<file path="src/rtl/sepia_tone_filter_packed_bgr_assert.svh">
// ----------------------------------------------------------------------------
// Sepia tone filter assertion macros
// Shared concurrent assertion forms, clocked on clk and disabled in reset.
// ----------------------------------------------------------------------------
`ifndef SEPIA_TONE_FILTER_PACKED_BGR_ASSERT_SVH
`define SEPIA_TONE_FILTER_PACKED_BGR_ASSERT_SVH

// Same-cycle implication.
`define STF_ASSERT_IMP(lbl, ante, cons) \
    lbl: assert property (@(posedge clk) disable iff (!rst_n) (ante) |-> (cons)) \
        else $error("sepia filter: same-cycle check failed");

// Next-cycle implication.
`define STF_ASSERT_NXT(lbl, ante, cons) \
    lbl: assert property (@(posedge clk) disable iff (!rst_n) (ante) |=> (cons)) \
        else $error("sepia filter: next-cycle check failed");

`endif

</file>
<file path="src/rtl/stf_pkg.sv">
// ----------------------------------------------------------------------------
// Sepia tone filter package
// Matrix coefficients, divider constants, codes and shared types.
// ----------------------------------------------------------------------------
package stf_pkg;

    localparam int PIX_PER_GROUP = 8;
    localparam int BEAT_W        = 64;
    localparam int GROUP_W       = 3 * BEAT_W;
    localparam int PIX_W         = 24;
    localparam int CFG_W         = 12;
    localparam int COUNT_W       = 24;

    // Sum of three channel products: at most 1351 * 255 fits 19 bits
    localparam int SUM_W    = 19;
    localparam int DIV_IN_W = 18;
    localparam int RECIP_W  = 19;
    localparam int PROD_W   = DIV_IN_W + RECIP_W;

    localparam logic [SUM_W-1:0] K_R_R = 19'd393;
    localparam logic [SUM_W-1:0] K_R_G = 19'd769;
    localparam logic [SUM_W-1:0] K_R_B = 19'd189;
    localparam logic [SUM_W-1:0] K_G_R = 19'd349;
    localparam logic [SUM_W-1:0] K_G_G = 19'd686;
    localparam logic [SUM_W-1:0] K_G_B = 19'd168;
    localparam logic [SUM_W-1:0] K_B_R = 19'd272;
    localparam logic [SUM_W-1:0] K_B_G = 19'd534;
    localparam logic [SUM_W-1:0] K_B_B = 19'd131;

    // 256 * 1000: at or above this the quotient saturates
    localparam logic [SUM_W-1:0] SAT_LIMIT = 19'd256000;
    // ceil(2^28 / 1000); exact floor division for sums below SAT_LIMIT
    localparam logic [RECIP_W-1:0] RECIP_M = 19'd268436;
    localparam int RECIP_SHIFT = 28;
    localparam logic [7:0] CHAN_MAX = 8'hff;

    localparam logic [1:0] PH_FIRST  = 2'd0;
    localparam logic [1:0] PH_SECOND = 2'd1;
    localparam logic [1:0] PH_THIRD  = 2'd2;

    localparam logic [1:0] BEAT_FIRST  = 2'd0;
    localparam logic [1:0] BEAT_SECOND = 2'd1;
    localparam logic [1:0] BEAT_LAST   = 2'd2;

    localparam logic REG_ROWS = 1'b0;
    localparam logic REG_COLS = 1'b1;

    localparam logic [COUNT_W-1:0] COUNT_STEP = 24'd8;
    localparam logic [CFG_W-1:0]   CFG_RESET  = 12'd1;

    typedef struct packed {
        logic load;
        logic last;
    } merge_ctrl_t;

endpackage

</file>
<file path="src/rtl/stf_merge.sv">
// ----------------------------------------------------------------------------
// Sepia tone filter output merge
// Gather the eight lane results and send them out as three beats.
// ----------------------------------------------------------------------------
`include "sepia_tone_filter_packed_bgr_assert.svh"

module stf_merge
(
    input  logic                          clk,
    input  logic                          rst_n,
    input  stf_pkg::merge_ctrl_t          ctrl,
    input  logic [stf_pkg::GROUP_W-1:0]   group_data,
    output logic                          ready,
    output logic                          m_tvalid,
    input  logic                          m_tready,
    output logic [stf_pkg::BEAT_W-1:0]    m_tdata,   // result_data[63:0]
    output logic                          m_tlast    // frame_last
);

    logic       valid_reg;
    logic       valid_next;
    logic [1:0] idx_reg;
    logic [1:0] idx_next;
    logic       last_reg;
    logic       last_next;
    logic       beat_done;
    logic       group_done;

    assign beat_done  = valid_reg && m_tready;
    assign group_done = beat_done && (idx_reg == stf_pkg::BEAT_LAST);
    assign ready      = !valid_reg || group_done;

    always_comb
    begin
        valid_next = valid_reg;
        idx_next   = idx_reg;
        last_next  = last_reg;
        priority if (ctrl.load)
        begin
            valid_next = 1'b1;
            idx_next   = stf_pkg::BEAT_FIRST;
            last_next  = ctrl.last;
        end
        else if (group_done)
        begin
            valid_next = 1'b0;
            idx_next   = stf_pkg::BEAT_FIRST;
        end
        else if (beat_done)
        begin
            idx_next = idx_reg + 2'd1;
        end
    end

    always_ff @(posedge clk or negedge rst_n)
    begin
        if (!rst_n)
        begin
            valid_reg <= 1'b0;
            idx_reg   <= stf_pkg::BEAT_FIRST;
            last_reg  <= 1'b0;
        end
        else
        begin
            valid_reg <= valid_next;
            idx_reg   <= idx_next;
            last_reg  <= last_next;
        end
    end

    always_comb
    begin
        unique case (idx_reg)
            stf_pkg::BEAT_FIRST:  m_tdata = group_data[0 +: stf_pkg::BEAT_W];
            stf_pkg::BEAT_SECOND: m_tdata = group_data[stf_pkg::BEAT_W +: stf_pkg::BEAT_W];
            stf_pkg::BEAT_LAST:   m_tdata = group_data[2*stf_pkg::BEAT_W +: stf_pkg::BEAT_W];
            default:              m_tdata = '0;
        endcase
    end

    assign m_tvalid = valid_reg;
    assign m_tlast  = valid_reg && last_reg && (idx_reg == stf_pkg::BEAT_LAST);

    `STF_ASSERT_IMP(a_last_on_final_beat, m_tvalid && m_tlast, idx_reg == stf_pkg::BEAT_LAST)
    `STF_ASSERT_NXT(a_stall_holds_beat, m_tvalid && !m_tready, m_tvalid && $stable(idx_reg))

endmodule

</file>
<file path="config.mk">
export PLATFORM = sky130hd
export DESIGN_NAME = stf_merge
export DESIGN_NICKNAME = d
export VERILOG_FILES = /design/src/rtl/stf_pkg.sv /design/src/rtl/stf_merge.sv
export VERILOG_INCLUDE_DIRS = /design/src /design/src/rtl
export SDC_FILE = /design/constraint.sdc
export NUM_CORES = 1
export LEC_CHECK = 0
export BUFFER_PORTS_ARGS = -buffer_cell sky130_fd_sc_hd__buf_2
export CORE_AREA = 2 2 102 104
export DETAILED_ROUTE_END_ITERATION = 16
export DIE_AREA = 0 0 104 106
export GPL_ROUTABILITY_DRIVEN = 0
export PLACE_DENSITY = 0.47
export SYNTH_ARGS = -nofsm -noshare
export SYNTH_HDL_FRONTEND = slang
export SYNTH_SLANG_ARGS = --single-unit
</file>
<file path="constraint.sdc">
create_clock -name clk -period 3.18 [get_ports clk]
set_input_delay 0.636 -clock clk [delete_from_list [all_inputs] [get_ports clk]]
set_output_delay 0.636 -clock clk [all_outputs]
set_load 0.05 [all_outputs]
</file>
==> flow_summary.ini <==
[status]
run_status = finished clean

[final_layout]
diodes = 0
design_area_um2 = 2980
largest_reg_flops = 2
drive_gt1_share_pct = 66.2
syn2layout_area_growth_pct = 89.8
nFillCells = 1118
final_core_util_pct = 29.8
nets = 613

[placement]
io_buffer_count = 263
dp_hpwl_um = 6120
dpl_cell_area_um2 = 2940

[yosys]
syn_inst = 166
seq_area_frac_synth_pct = 6.37
yosys_warnings = 0
synth-seq-cells = 4
synthDistinctLibCells = 20
syn-num-nets = 363
avgSynthCellArea_um2 = 9.46
synth_area_um2 = 1570

[timing]
finalHoldViolations = 0
fin_skew_ns = 0.00326
relSlewSlack_pct = 50.8
setup-tns-final_ns = 0
worst_pin_slew_ns = 0.739
fmax_ghz = 0.377
min_period_ns = 2.65
grt_setup_unrepaired = no
final_min_period_over_clock_period_pct = 83.4
drv_slew = 0
setup-violations-final = 0
fin_hold_ws_ns = 0.214

[grt]
grt_pass1_wl_um = 11400
antenna_found_initial = 0
grt_pass1_vias = 2288
grt_overflow = 0
grt_max_degree = 70
grt.total_usage_pct = 12.4

[worst_setup_path]
rr_endpoint = idx_reg[1]$_DFFE_PN0P_
r2r-start = idx_reg[1]$_DFFE_PN0P_
cp_max_fo = 43
reg2reg_slack_ns = 1.57
critical_path.startpoint = idx_reg[1]$_DFFE_PN0P_
cp.required_ns = 2.54
start_kind = flip-flop
setup.worst_path.class = flip-flop to output pin
r2r_cells = 3
cp-end-kind = output pin
cp.arrival_ns = 2.01
setup.worst_path.end = m_tdata[37]

[die]
die_area_um2 = 11000
num_rows = 37
initial_core_util_pct = 15.7
chipWidth_um = 104
pin_count = 264
die_y_um = 106
core_area_um2 = 10000

[power]
power_mw = 0.960
clkPwrFrac_pct = 11.5
p_seq_share_pct = 6.9
p_leak_nw = 1.42
intPower_mw = 0.375
ir_worst_vdd_v = 0.000137
switchingPower_mw = 0.585
pwr_density_cell_nw_per_um2 = 322
p_comb_share_pct = 81.6
swShare_pct = 60.9

[clock_tree]
cts_buffer_depth = 2
clk_pin_slew_ns = 0.04
insertion_delay_ns = 0.22
cts_resized = 0
htree_levels = 1
cts_setup_buffers = 0
clock_sinks = 4
cts_tree = done
cts_root_buffer = clkbuf_8
cts_hold_buf = 0
cts_buffers = 3

[detailed_routing]
drc = 0
drt-initial-drc-count = 118
vias = 2398
routed_wl_um = 7590
routedWlPerCell_um = 13.8
avgViaCountPerCell = 4.36
drt.antenna.violating_nets = 0
dr.pass1.iters = 4

[min_path]
holdCritPathClass = input pin to async pin

[run]
cap_violations = 0
-- logic make-up after synthesis --
family,Yosys count,synth area share [%]
AO/OA/AOI/OAI,69,38.1
multiplexers,65,41.5
buffers and inverters,22,11.0
AND/OR/NAND/NOR,6,3.03
flip-flops,4,6.37
-- critical path, stage by stage (launching register included) --
cell and delay (ns):
dfrtp_4 0.69, nor2b_4 0.18, buf_4 0.41, o2bb2ai_1 0.18
buf_2 0.29
-- placed cells by master, fill, tap and decap left out --
master and count:
a21bo_1 1, a21bo_2 1, a21o_1 1, a21oi_1 2
and4b_1 1, buf_12 1, buf_2 263, buf_4 3
clkbuf_8 3, dfrtp_1 2, dfrtp_2 1, dfrtp_4 1
mux2_1 1, mux2i_1 64, nand2_1 1, nand3b_1 1
nand4b_1 1, nand4bb_1 1, nor2b_4 1, o2bb2ai_1 64
-- worst min-delay path by stage --
stage	startpoint	to	slack, ns	depth (start not counted)
finish	rst_n	last_reg$_DFFE_PN0P_	0.21	1
global placement	rst_n	last_reg$_DFFE_PN0P_	0.45	1
floorplan	rst_n	idx_reg[0]$_DFFE_PN0P_	0.34	0
CTS	rst_n	last_reg$_DFFE_PN0P_	0.21	1
detailed placement	rst_n	m_tvalid$_DFFE_PN0P_	0.45	1
global route	rst_n	last_reg$_DFFE_PN0P_	0.22	1
-- final cells by class --
cell class	instances	area, um^2	share of cell area (%)
well taps	136	170	5.71
multi-input cells	140	1310	43.8
clock buffers	3	41.3	1.39
repair buffers	267	1360	45.6
flip-flops and latches	4	105	3.53
-- synthesized netlist by cell type --
cell type | instances | share of area [%]
mux2_1 | 1 | 0.72
buf_8 | 1 | 0.96
nand4bb_1 | 1 | 0.72
a21oi_1 | 2 | 0.64
nor2b_1 | 1 | 0.40
mux2i_1 | 64 | 41
a21bo_2 | 1 | 0.64
nand3b_1 | 1 | 0.48
a21bo_1 | 1 | 0.64
o2bb2ai_1 | 64 | 36
dfrtp_1 | 4 | 6.4
and4b_1 | 1 | 0.64
nand4b_1 | 1 | 0.56
buf_12 | 1 | 1.3
buf_4 | 11 | 5.3
nand2_1 | 1 | 0.24
a21o_1 | 1 | 0.48
buf_6 | 2 | 1.4
buf_2 | 5 | 1.6
clkbuf_1 | 2 | 0.48
-- power by group through the flow --
| stage | combinational [mW] | sequential [mW] | clock [mW] |
|---|---|---|---|
| after detailed placement | 0.787 | 0.0671 | 0 |
| after global placement | 0.784 | 0.0669 | 0 |
| final | 0.783 | 0.0661 | 0.111 |
| after global routing | 0.826 | 0.0675 | 0.114 |
| after CTS | 0.788 | 0.0667 | 0.114 |
| after floorplan | 0.561 | 0.0585 | 0 |
-- routing by layer --
metal	global-route usage [%]	share of wire (%)
met1	15.5	41
met4	1.74	0.32
met2	22.7	51
met5	0	0
met3	2.27	7.7
-- metrics by stage --
stage | setup WS (ns) | std cells
2_1_floorplan | 0.900 | 166
3_3_place_gp | 0.748 | 547
3_5_place_dp | 0.715 | 547
4_1_cts | 0.480 | 550
5_1_grt | 0.416 | 550
6_report | 0.529 | 550
Power figures use the tool's default switching activity.
