`src/rtl/sepia_tone_filter_packed_bgr_assert.svh`:
```
// ----------------------------------------------------------------------------
// Sepia tone filter assertion macros
// Shared concurrent assertion forms, clocked on clk and disabled in reset.
// ----------------------------------------------------------------------------
`ifndef SEPIA_TONE_FILTER_PACKED_BGR_ASSERT_SVH
`define SEPIA_TONE_FILTER_PACKED_BGR_ASSERT_SVH

// Same-cycle implication.
`define STF_ASSERT_IMP(lbl, ante, cons) \
    lbl: assert property (@(posedge clk) disable iff (!rst_n) (ante) |-> (cons)) \
        else $error("sepia filter: same-cycle check failed");

// Next-cycle implication.
`define STF_ASSERT_NXT(lbl, ante, cons) \
    lbl: assert property (@(posedge clk) disable iff (!rst_n) (ante) |=> (cons)) \
        else $error("sepia filter: next-cycle check failed");

`endif

```
`src/rtl/stf_pkg.sv`:
```
// ----------------------------------------------------------------------------
// Sepia tone filter package
// Matrix coefficients, divider constants, codes and shared types.
// ----------------------------------------------------------------------------
package stf_pkg;

    localparam int PIX_PER_GROUP = 8;
    localparam int BEAT_W        = 64;
    localparam int GROUP_W       = 3 * BEAT_W;
    localparam int PIX_W         = 24;
    localparam int CFG_W         = 12;
    localparam int COUNT_W       = 24;

    // Sum of three channel products: at most 1351 * 255 fits 19 bits
    localparam int SUM_W    = 19;
    localparam int DIV_IN_W = 18;
    localparam int RECIP_W  = 19;
    localparam int PROD_W   = DIV_IN_W + RECIP_W;

    localparam logic [SUM_W-1:0] K_R_R = 19'd393;
    localparam logic [SUM_W-1:0] K_R_G = 19'd769;
    localparam logic [SUM_W-1:0] K_R_B = 19'd189;
    localparam logic [SUM_W-1:0] K_G_R = 19'd349;
    localparam logic [SUM_W-1:0] K_G_G = 19'd686;
    localparam logic [SUM_W-1:0] K_G_B = 19'd168;
    localparam logic [SUM_W-1:0] K_B_R = 19'd272;
    localparam logic [SUM_W-1:0] K_B_G = 19'd534;
    localparam logic [SUM_W-1:0] K_B_B = 19'd131;

    // 256 * 1000: at or above this the quotient saturates
    localparam logic [SUM_W-1:0] SAT_LIMIT = 19'd256000;
    // ceil(2^28 / 1000); exact floor division for sums below SAT_LIMIT
    localparam logic [RECIP_W-1:0] RECIP_M = 19'd268436;
    localparam int RECIP_SHIFT = 28;
    localparam logic [7:0] CHAN_MAX = 8'hff;

    localparam logic [1:0] PH_FIRST  = 2'd0;
    localparam logic [1:0] PH_SECOND = 2'd1;
    localparam logic [1:0] PH_THIRD  = 2'd2;

    localparam logic [1:0] BEAT_FIRST  = 2'd0;
    localparam logic [1:0] BEAT_SECOND = 2'd1;
    localparam logic [1:0] BEAT_LAST   = 2'd2;

    localparam logic REG_ROWS = 1'b0;
    localparam logic REG_COLS = 1'b1;

    localparam logic [COUNT_W-1:0] COUNT_STEP = 24'd8;
    localparam logic [CFG_W-1:0]   CFG_RESET  = 12'd1;

    typedef struct packed {
        logic load;
        logic last;
    } merge_ctrl_t;

endpackage

```
`src/rtl/stf_lane.sv`:
```
// ----------------------------------------------------------------------------
// Sepia tone filter lane
// One pixel: weighted channel sums, then saturating divide by 1000.
// ----------------------------------------------------------------------------
module stf_lane
(
    input  logic                       clk,
    input  logic                       sum_en,
    input  logic                       res_en,
    input  logic [stf_pkg::PIX_W-1:0]  pix_in,   // B, G, R from bit 0 up
    output logic [stf_pkg::PIX_W-1:0]  pix_out   // B, G, R from bit 0 up
);

    logic [stf_pkg::SUM_W-1:0] b_ext;
    logic [stf_pkg::SUM_W-1:0] g_ext;
    logic [stf_pkg::SUM_W-1:0] r_ext;
    logic [stf_pkg::SUM_W-1:0] sum_r_reg;
    logic [stf_pkg::SUM_W-1:0] sum_g_reg;
    logic [stf_pkg::SUM_W-1:0] sum_b_reg;
    logic [stf_pkg::SUM_W-1:0] sum_r_next;
    logic [stf_pkg::SUM_W-1:0] sum_g_next;
    logic [stf_pkg::SUM_W-1:0] sum_b_next;
    logic [stf_pkg::PIX_W-1:0] res_reg;
    logic [stf_pkg::PIX_W-1:0] res_next;

    // Divide by 1000 through a reciprocal multiply, clamp at 255
    function automatic logic [7:0] sat_div(input logic [stf_pkg::SUM_W-1:0] sum);
        logic [stf_pkg::PROD_W-1:0] prod;
        logic [7:0]                 q;
        prod = {{stf_pkg::RECIP_W{1'b0}}, sum[stf_pkg::DIV_IN_W-1:0]}
             * {{stf_pkg::DIV_IN_W{1'b0}}, stf_pkg::RECIP_M};
        q = prod[stf_pkg::RECIP_SHIFT +: 8];
        return (sum >= stf_pkg::SAT_LIMIT) ? stf_pkg::CHAN_MAX : q;
    endfunction

    assign b_ext = {{(stf_pkg::SUM_W-8){1'b0}}, pix_in[7:0]};
    assign g_ext = {{(stf_pkg::SUM_W-8){1'b0}}, pix_in[15:8]};
    assign r_ext = {{(stf_pkg::SUM_W-8){1'b0}}, pix_in[23:16]};

    always_comb
    begin
        sum_r_next = stf_pkg::K_R_R * r_ext + stf_pkg::K_R_G * g_ext
                   + stf_pkg::K_R_B * b_ext;
        sum_g_next = stf_pkg::K_G_R * r_ext + stf_pkg::K_G_G * g_ext
                   + stf_pkg::K_G_B * b_ext;
        sum_b_next = stf_pkg::K_B_R * r_ext + stf_pkg::K_B_G * g_ext
                   + stf_pkg::K_B_B * b_ext;
        res_next   = {sat_div(sum_r_reg), sat_div(sum_g_reg), sat_div(sum_b_reg)};
    end

    always_ff @(posedge clk)
    begin
        if (sum_en)
        begin
            sum_r_reg <= sum_r_next;
            sum_g_reg <= sum_g_next;
            sum_b_reg <= sum_b_next;
        end
        if (res_en)
        begin
            res_reg <= res_next;
        end
    end

    assign pix_out = res_reg;

endmodule

```
`config.mk`:
```
export PLATFORM = sky130hd
export DESIGN_NAME = stf_lane
export DESIGN_NICKNAME = d
export VERILOG_FILES = /design/src/rtl/sepia_tone_filter_packed_bgr_assert.svh /design/src/rtl/stf_pkg.sv /design/src/rtl/stf_lane.sv
export SDC_FILE = /design/constraint.sdc
export NUM_CORES = 1
export LEC_CHECK = 0
export BUFFER_PORTS_ARGS = -buffer_cell sky130_fd_sc_hd__buf_2
export CAP_MARGIN = 40
export CELL_PAD_IN_SITES_DETAIL_PLACEMENT = 2
export CELL_PAD_IN_SITES_GLOBAL_PLACEMENT = 2
export CORE_UTILIZATION = 47
export DETAILED_ROUTE_END_ITERATION = 10
export PLACE_DENSITY_LB_ADDON = 0.1
export SLEW_MARGIN = 30
export SYNTH_ARGS = -nofsm -noshare
export SYNTH_HDL_FRONTEND = slang
export SYNTH_SLANG_ARGS = --single-unit
```
`constraint.sdc`:
```
create_clock -name clk -period 16.13 [get_ports clk]
set_clock_uncertainty 0.05 [all_clocks]
set_input_delay 1.613 -clock clk [delete_from_list [all_inputs] [get_ports clk]]
set_output_delay 1.613 -clock clk [all_outputs]
set_load 0.01 [all_outputs]
```
==> results of run 1 <==
[final cells by class]
type                       count  area, um2
clock buffer                   9        225
clock inverter                 7        101
fill                        5481      25400
inverter                     699       2620
multi-input combinational   1672      19300
sequential                    81       2430
tap                          680        851
timing repair buffer          55        305
[metal layers]
| metal | global-route usage [%] | vias up |
|---|---|---|
| met5 | 0 | - |
| met4 | 12.4 | 0 |
| met3 | 3.47 | 142 |
| met2 | 58.7 | 261 |
| met1 | 33.4 | 9062 |
| li1 | - | 8103 |
[cell families after synthesis]
group,Yosys count
AOI/OAI and AO/OA,248
xor gates and xnor gates,80
adders and majority gates,1069
buffers and inverters,702
DFF,81
muxes,1
and+or+nand+nor,274
[cell usage after synthesis, types with 10 or more instances]
cell | n | area share (%)
and3_1 | 10 | 0.26
nand2_1 | 83 | 1.3
ha_1 | 763 | 39
nor2_1 | 58 | 0.89
edfxtp_1 | 81 | 10
a211oi_1 | 10 | 0.31
nor2b_1 | 18 | 0.46
xnor2_1 | 58 | 2.1
a21oi_1 | 76 | 1.6
nand3_1 | 27 | 0.55
o21ai_0 | 51 | 1.0
fa_1 | 306 | 25
nor3_1 | 26 | 0.53
a21o_1 | 32 | 0.98
inv_1 | 699 | 11
nand4_1 | 10 | 0.26
xor2_1 | 22 | 0.79
[worst register-to-register path: cells and delay by family (launching register included)]
family	cells	cell delay, ns
multiplexers	1	0.35
adder cells (fa/ha/maj)	7	2.91
flip-flops	1	0.60
buffers and inverters	3	0.22
AND/OR/NAND/NOR	2	0.35
AO/OA/AOI/OAI	4	1.60
[worst paths after layout]
kind / from / to / slack [ns]
worst max-delay path: pix_in[14] / sum_g_reg[17] / 7.23
worst min-delay path: sum_r_reg[18] / pix_out[20] / 0.73
worst max register to register: sum_g_reg[7] / pix_out[15] / 9.81
worst min register to register: sum_r_reg[18] / pix_out[20] / 0.73
[metrics by stage]
step           utilization (%)  hold WS (ns)  setup WS (ns)  instances  area [um2]
2_1_floorplan                -         0.513           7.66       2455       24400
3_3_place_gp              49.7         0.675           7.10       3185       25500
3_5_place_dp              49.7         0.700           6.74       3186       25500
4_1_cts                   50.4         0.712           7.17       3202       25800
5_1_grt                   50.4         0.761           6.84       3203       25900
6_report                  50.4         0.732           7.23       3203       25900
==> run summary, run 1 <==
Status: finished, final reports clean
Width of the die: 230 um
Drt total wl: 76000 um
Critical path depth in cells: 27
Vias in the first global route: 21.8k
Vias per std cell: 5.48
Hold Crit Depth: 3
Seq/Total Area, Yosys: 9.97%
ANT nets after route: 0
CP Class: primary input to register
RSZ-0062 raised after global routing: false
Met2 wire length: 41200 um
TNS Setup: 0 ns
Period utilisation layout: 55.2%
Synthesized area per cell: 9.93 um2
Max Root-Sink Buffers: 2
CP top delay family: adder cells
Initial Utilization: 47.5%
Hold Vio Cnt, Final: 0
Drt initial violations: 543
Diode count: 0
Slowest cell on crit path: fa_1
Simple logic cell fraction of the synthesized area: 5.49%
Arr. time, crit path: 8.94 ns
Pin count of the biggest net entering global routing: 58
Share of cells above drive strength 1: 3.45%
Ys flop type: edfxtp_1
CP max FO: 12
Routability cong.: 0.861
Rel. slew slack: 44.5%
Final net count: 3614
Worst-path clk slew: 0.07 ns
Ports: 51
Largest register FFs: 24
Main combinational cell family by area after synthesis: adder cells
Gr ovfl total: 0
Core area: 0.0513 mm2
Post-DR wirelength/cell: 23.7 um
Die ar.: 0.0528 mm2
Cell repeated most along the worst path: fa_1
Commonest non-fill, non-tap cell in the layout: ha_1
Met3 wire len: 1970 um
Root buf cell: clkbuf_16
Max Freq: 112 MHz
Rows: 83
Die span in y: 230 um
GRT Total Usage: 30.4%
Mapped Area: 0.0244 mm2
DP Wirelength: 65900 um
Req. time, crit path: 16.17 ns
Htree depth: 3
Post-cts sizing count: 0
M1 wire length: 29700 um
Synth Area in Adders: 64.3%
Ys async rst share: 0%
Yosys reg bits: 81
Crit. End Element: register
# setup viols final: 0
Via count: 17.6k
Commonest cells after routing, fill and taps aside: 763 x ha_1, 699 x inv_1, 306 x fa_1, 83 x nand2_1, 81 x edfxtp_1
CP Buf/Inv Count: 8
Worst-Margin Slew: 0.826 ns
Syn Nets: 3551
Synthesized instance count: 2455
Compound-cell area share of the yosys netlist: 6.55%
# Max-Cap Violations: 0
Clock tree sinks: 81
Crit start category: primary input
Post-synthesis mux area share: 0.0462%
Top sig layer: met4
Post-Synth XOR/XNOR Area: 2.87%
First-pass DRT Iterations: 4
Worst Reg-to-Reg Cells: 17
Post-CTS Setup Bufs: 0
Insertion delay to the later sink of the worst-skew pair: 0.39 ns
EDFF count, synth: 81
Hold buffer count at CTS: 0
Crit path largest cell delay: 0.57 ns
Max Slew Vio Count: 0
TritonCTS buffer count: 9
Initial antenna violation count: 0
DRC errors left: 0
Post-synthesis cell type count: 61
Synth-to-layout area growth: 6.06%
First-pass GRT wire length: 122000 um
Hold Crit Class: register to register
Minimum clock period: 8.90 ns
CTS tree: built
Port Buffers: 50
Synth Warn #: 0
Power of run 1 is left out: the tool's default activity adds up to more than one toggle a clock period on the data nets, which glitch-free logic cannot reach.
==> run 2, diff against run 1 <==
--- a/config.mk
+++ b/config.mk
@@ -9,7 +9,7 @@
 export CAP_MARGIN = 40
 export CELL_PAD_IN_SITES_DETAIL_PLACEMENT = 2
 export CELL_PAD_IN_SITES_GLOBAL_PLACEMENT = 2
-export CORE_UTILIZATION = 47
+export CORE_UTILIZATION = 40
 export DETAILED_ROUTE_END_ITERATION = 10
 export PLACE_DENSITY_LB_ADDON = 0.1
 export SLEW_MARGIN = 30
==> constraint.sdc (replaced) <==
create_clock -name clk -period 7.8 [get_ports clk]
set_clock_uncertainty 0.05 [all_clocks]
set_input_delay 0.78 -clock clk [delete_from_list [all_inputs] [get_ports clk]]
set_output_delay 0.78 -clock clk [all_outputs]
set_load 0.01 [all_outputs]
==> run 2 against run 1 <==
Cell count rose by 4.6%. Sequential share of layout area fell by 0.19 points. Utilization fell by 6.6 points. Global-route usage fell by 7.2 points. Hold slack got worse by 0.055 ns. Via count fell by 2.5%. Setup slack got worse by 7.0 ns. Flip-flop and latch count did not move.
==> run summary, run 2 (synthesis gave the netlist of run 1 again) <==
Status: finished, final reports clean
Drt initial violations: 433
TritonCTS buffer count: 9
Htree depth: 3
Root buf cell: clkbuf_16
CTS tree: built
Clock tree sinks: 81
Ports: 51
# setup viols final: 0
Max Root-Sink Buffers: 2
Initial antenna violation count: 1
Largest register FFs: 24
Vias per std cell: 5.11
Final net count: 3658
Period utilisation layout: 96.7%
Share of cells above drive strength 1: 5.53%
DRC errors left: 0
Worst-path clk slew: 0.07 ns
Commonest cells after routing, fill and taps aside: 759 x ha_1, 697 x inv_1, 306 x fa_1, 82 x nand2_1, 81 x edfxtp_1
Rows: 90
Fillcell total: 6485
Routability cong.: 0.817
Gr ovfl total: 0
Fin util: 43.8%
Die span in y: 249 um
Insertion delay to the later sink of the worst-skew pair: 0.37 ns
Hold buffer count at CTS: 0
Vias in the first global route: 20.5k
Width of the die: 249 um
Drt total wl: 67900 um
Area of the multi-input gates: 0.0194 mm2
Crit. End Element: register
Seq. cell area: 0.00243 mm2
Initial Utilization: 40.5%
Dpl cells: 3331
CP max FO: 3
Worst-Margin Slew: 0.766 ns
First-pass DRT Iterations: 4
Minimum clock period: 7.54 ns
Rel. slew slack: 48.6%
Hold Vio Cnt, Final: 0
Crit start category: primary input
Via count: 17.1k
Post-DR wirelength/cell: 20.3 um
Finished Layout Cells: 3350
Port Buffers: 50
Arr. time, crit path: 7.62 ns
First-pass GRT wire length: 111000 um
Max Slew Vio Count: 0
ANT nets after route: 0
DP Wirelength: 59600 um
Synth-to-layout area growth: 8.23%
CP Class: primary input to register
GRT Total Usage: 23.2%
Max Freq: 133 MHz
Commonest non-fill, non-tap cell in the layout: ha_1
# Max-Cap Violations: 0
Pin count of the biggest net entering global routing: 58
Die ar.: 0.0620 mm2
Core area: 0.0602 mm2
Req. time, crit path: 7.88 ns
Hold Crit Class: register to register
run 2: changes by cell type in the layout (fill, tap and decap cells not counted), sizes merged:
cell,before,now
inv,701,703
bufinv,2,1
buf,55,99
diode,0,1
clkinvlp,2,1
run 2: metrics by stage:
stage	instance area (um2)	TNS (ns)	setup slack (ns)	hold slack, ns
2_1_floorplan	24400	0	0.160	0.513
3_3_place_gp	26000	-0.665	-0.280	0.674
3_5_place_dp	26000	-1.29	-0.474	0.671
4_1_cts	26300	0	0.00860	0.686
5_1_grt	26400	-0.0702	-0.0441	0.709
6_report	26400	0	0.259	0.677
run 2: layout make-up:
cell class / count / area share [%]
Clock inverter: 7 / 0.318
Antenna cell: 1 / 0.00948
Multi-Input combinational cell: 1672 / 73.6
Inverter: 699 / 9.94
Tap cell: 782 / 3.71
Clock buffer: 9 / 0.853
Sequential cell: 81 / 9.21
Timing Repair Buffer: 99 / 2.39
run 2: path summary, 6_finish.rpt:
path | from | to | slack (ns) | cells after the start
min | sum_r_reg[18] | pix_out[18] | 0.68 | 3
max | pix_in[14] | sum_g_reg[15] | 0.26 | 28
min reg2reg | sum_r_reg[18] | pix_out[18] | 0.68 | 3
max reg2reg | sum_g_reg[6] | pix_out[15] | 1.57 | 17
run 2: timing repair:
| action | 4_1_cts | 5_1_grt |
|---|---|---|
| endpoints found under the setup margin | 2 | 4 |
| setup buffers | 0 | 1 |
| pin swaps | 2 | 13 |
| gates resized for setup | 2 | 16 |
run 2: metal layers:
metal | share of wire (%) | track usage [%]
met1 | 43 | 27.9
met2 | 52 | 43.1
met3 | 2.1 | 2.22
met4 | 3.0 | 7.40
met5 | 0.015 | 0
run 2: critical path, cell delays in order:
cell	delay, ns
buf_2	0.12
fa_1	0.56
inv_1	0.07
fa_1	0.56
fa_1	0.43
fa_1	0.49
inv_1	0.06
ha_4	0.26
inv_2	0.04
o21bai_1	0.14
xor2_1	0.20
ha_1	0.27
inv_2	0.06
fa_1	0.43
fa_1	0.52
inv_1	0.06
fa_1	0.53
inv_1	0.06
fa_1	0.53
inv_1	0.07
ha_4	0.24
a21o_1	0.21
a31oi_4	0.17
o21ai_2	0.08
or4_4	0.43
nand2_2	0.08
buf_4	0.10
xnor2_1	0.06
Power of run 2 is left out for the same reason.
==> run 3, diff against run 2 <==
--- a/config.mk
+++ b/config.mk
@@ -9,7 +9,7 @@
 export CAP_MARGIN = 40
 export CELL_PAD_IN_SITES_DETAIL_PLACEMENT = 2
 export CELL_PAD_IN_SITES_GLOBAL_PLACEMENT = 2
-export CORE_UTILIZATION = 40
+export CORE_UTILIZATION = 44
 export DETAILED_ROUTE_END_ITERATION = 10
 export PLACE_DENSITY_LB_ADDON = 0.1
 export SLEW_MARGIN = 30
==> constraint.sdc (replaced) <==
create_clock -name clk -period 7.1 [get_ports clk]
set_clock_uncertainty 0.05 [all_clocks]
set_input_delay 0.71 -clock clk [delete_from_list [all_inputs] [get_ports clk]]
set_output_delay 0.71 -clock clk [all_outputs]
set_load 0.01 [all_outputs]
==> run 3 against run 2 <==
The flow now finishes with violations (setup timing). Die area fell by 9.0%. Flip-flop and latch count unchanged. Global-route usage rose by 5.7 points. Routed wire length grew 19%. Hold slack got worse by 0.050 ns. Setup slack worse by 0.69 ns. Clock-buffer cell count stayed put. Critical endpoint is now sum_g_reg[17].
==> run summary, run 3 (synthesis gave the netlist of run 1 again) <==
Root buf cell: clkbuf_16
# setup viols final: 8
Worst-Margin Slew: 0.888 ns
# Max-Cap Violations: 0
Area of the multi-input gates: 0.0196 mm2
Max Freq: 133 MHz
Share of cells above drive strength 1: 8.95%
Largest register FFs: 24
CP top delay family: adder cells
CP Buf/Inv Count: 8
Rel. slew slack: 40.1%
Commonest non-fill, non-tap cell in the layout: ha_1
Initial Utilization: 45.0%
Met2 wire length: 42900 um
Violated checks: setup timing
Vias in the first global route: 21.9k
Initial antenna violation count: 0
First-pass DRT Iterations: 4
M1 wire length: 32600 um
DP Wirelength: 65500 um
GRT Total Usage: 28.8%
Hold buffer count at CTS: 0
Status: finished, violations left
Die ar.: 0.0564 mm2
Fin util: 49.7%
Hold Path Origin: sum_b_reg[18]
Minimum clock period: 7.53 ns
Pin count of the biggest net entering global routing: 58
Finished Layout Cells: 3322
Drt total wl: 80800 um
Top sig layer: met4
DRC errors left: 0
TritonCTS buffer count: 9
Commonest cells after routing, fill and taps aside: 753 x ha_1, 687 x inv_1, 305 x fa_1, 99 x buf_4, 82 x nand2_1
Clock tree sinks: 81
CP Class: primary input to register
Max Slew Vio Count: 0
Hold Crit Class: register to register
Dpl ws: -0.939 ns
Routability cong.: 0.863
Period utilisation layout: 106%
ANT nets after route: 0
Crit. End Element: register
Synth-to-layout area growth: 10.5%
Arr. time, crit path: 7.68 ns
R2r endpoint: pix_out[15]
Drt initial violations: 600
Fillcell total: 5712
Crit path largest cell delay: 0.57 ns
Final net count: 3716
Cell repeated most along the worst path: fa_1
Core area: 0.0542 mm2
Port Buffers: 50
RSZ-0062 raised after global routing: true
Worst-path clk slew: 0.08 ns
Post-DR wirelength/cell: 24.3 um
Htree depth: 3
CP max FO: 3
Hold Crit Depth: 2
Worst Slack Setup Final: -0.428 ns
Max Root-Sink Buffers: 2
Width of the die: 237 um
Insertion delay to the later sink of the worst-skew pair: 0.38 ns
Met3 wire len: 2110 um
Req. time, crit path: 7.25 ns
First-pass GRT wire length: 123000 um
Final Hold Slack: 0.627 ns
Slowest cell on crit path: fa_1
Rows: 85
Ports: 51
CTS tree: built
Setup slack, reg-to-reg: 0.79 ns
Dpl cells: 3292
Via count: 18.1k
Hold Vio Cnt, Final: 0
Crit start category: primary input
Gr ovfl total: 0
Vias per std cell: 5.44
Die span in y: 237 um
Worst Reg-to-Reg Cells: 17
Hold endpoint: pix_out[7]
RR Startpoint: sum_g_reg[6]
Seq. cell area: 0.00243 mm2
==> run 3: through the flow <==
| step | TNS, ns | area (um2) |
|---|---|---|
| 2_1_floorplan | -0.447 | 24400 |
| 3_3_place_gp | -2.83 | 26200 |
| 3_5_place_dp | -5.72 | 26200 |
| 4_1_cts | -0.637 | 26700 |
| 5_1_grt | -3.55 | 27000 |
| 6_report | -2.37 | 27000 |
==> run 3: repair_timing <==
item,in CTS,in global routing
resized for setup,28,47
buffers inserted,7,9
endpoints found under the setup margin,8,9
cloned,0,0
pin swaps,26,26
endpoints found under the hold margin,0,0
==> run 3: worst max path at each step <==
stage / cells after the start / startpoint / endpoint / slack, ns
after floorplan: 26 / pix_in[13] / sum_g_reg[17] / -0.24
after global placement: 27 / pix_in[13] / sum_g_reg[17] / -0.64
after detailed placement: 27 / pix_in[12] / sum_g_reg[17] / -0.94
after CTS: 27 / pix_in[15] / sum_g_reg[17] / -0.26
after global routing: 29 / pix_in[15] / sum_g_reg[17] / -0.59
final: 27 / pix_in[15] / sum_g_reg[17] / -0.43
==> run 3: final cells by class <==
cell class | instances | share of cell area (%)
antenna | 1 | 0.00928
sequential | 81 | 9.02
clock buffer | 9 | 0.835
tap | 696 | 3.23
multi-input combinational | 1672 | 72.8
clock inverter | 7 | 0.306
timing repair buffer | 157 | 4.02
inverter | 699 | 9.77
==> run 3: layer usage <==
layer | global-route usage [%] | vias to the layer above
met1 | 33.3 | 9309
met4 | 9.60 | 0
met3 | 2.57 | 163
li1 | - | 8294
met2 | 55.3 | 311
met5 | 0 | -
==> run 3: worst min-delay path, stage by stage, from the launching register on <==
cell	delay, ns
edfxtp_1	0.40
nor3_1	0.12
nand2_1	0.06
Power of run 3 is left out for the same reason.
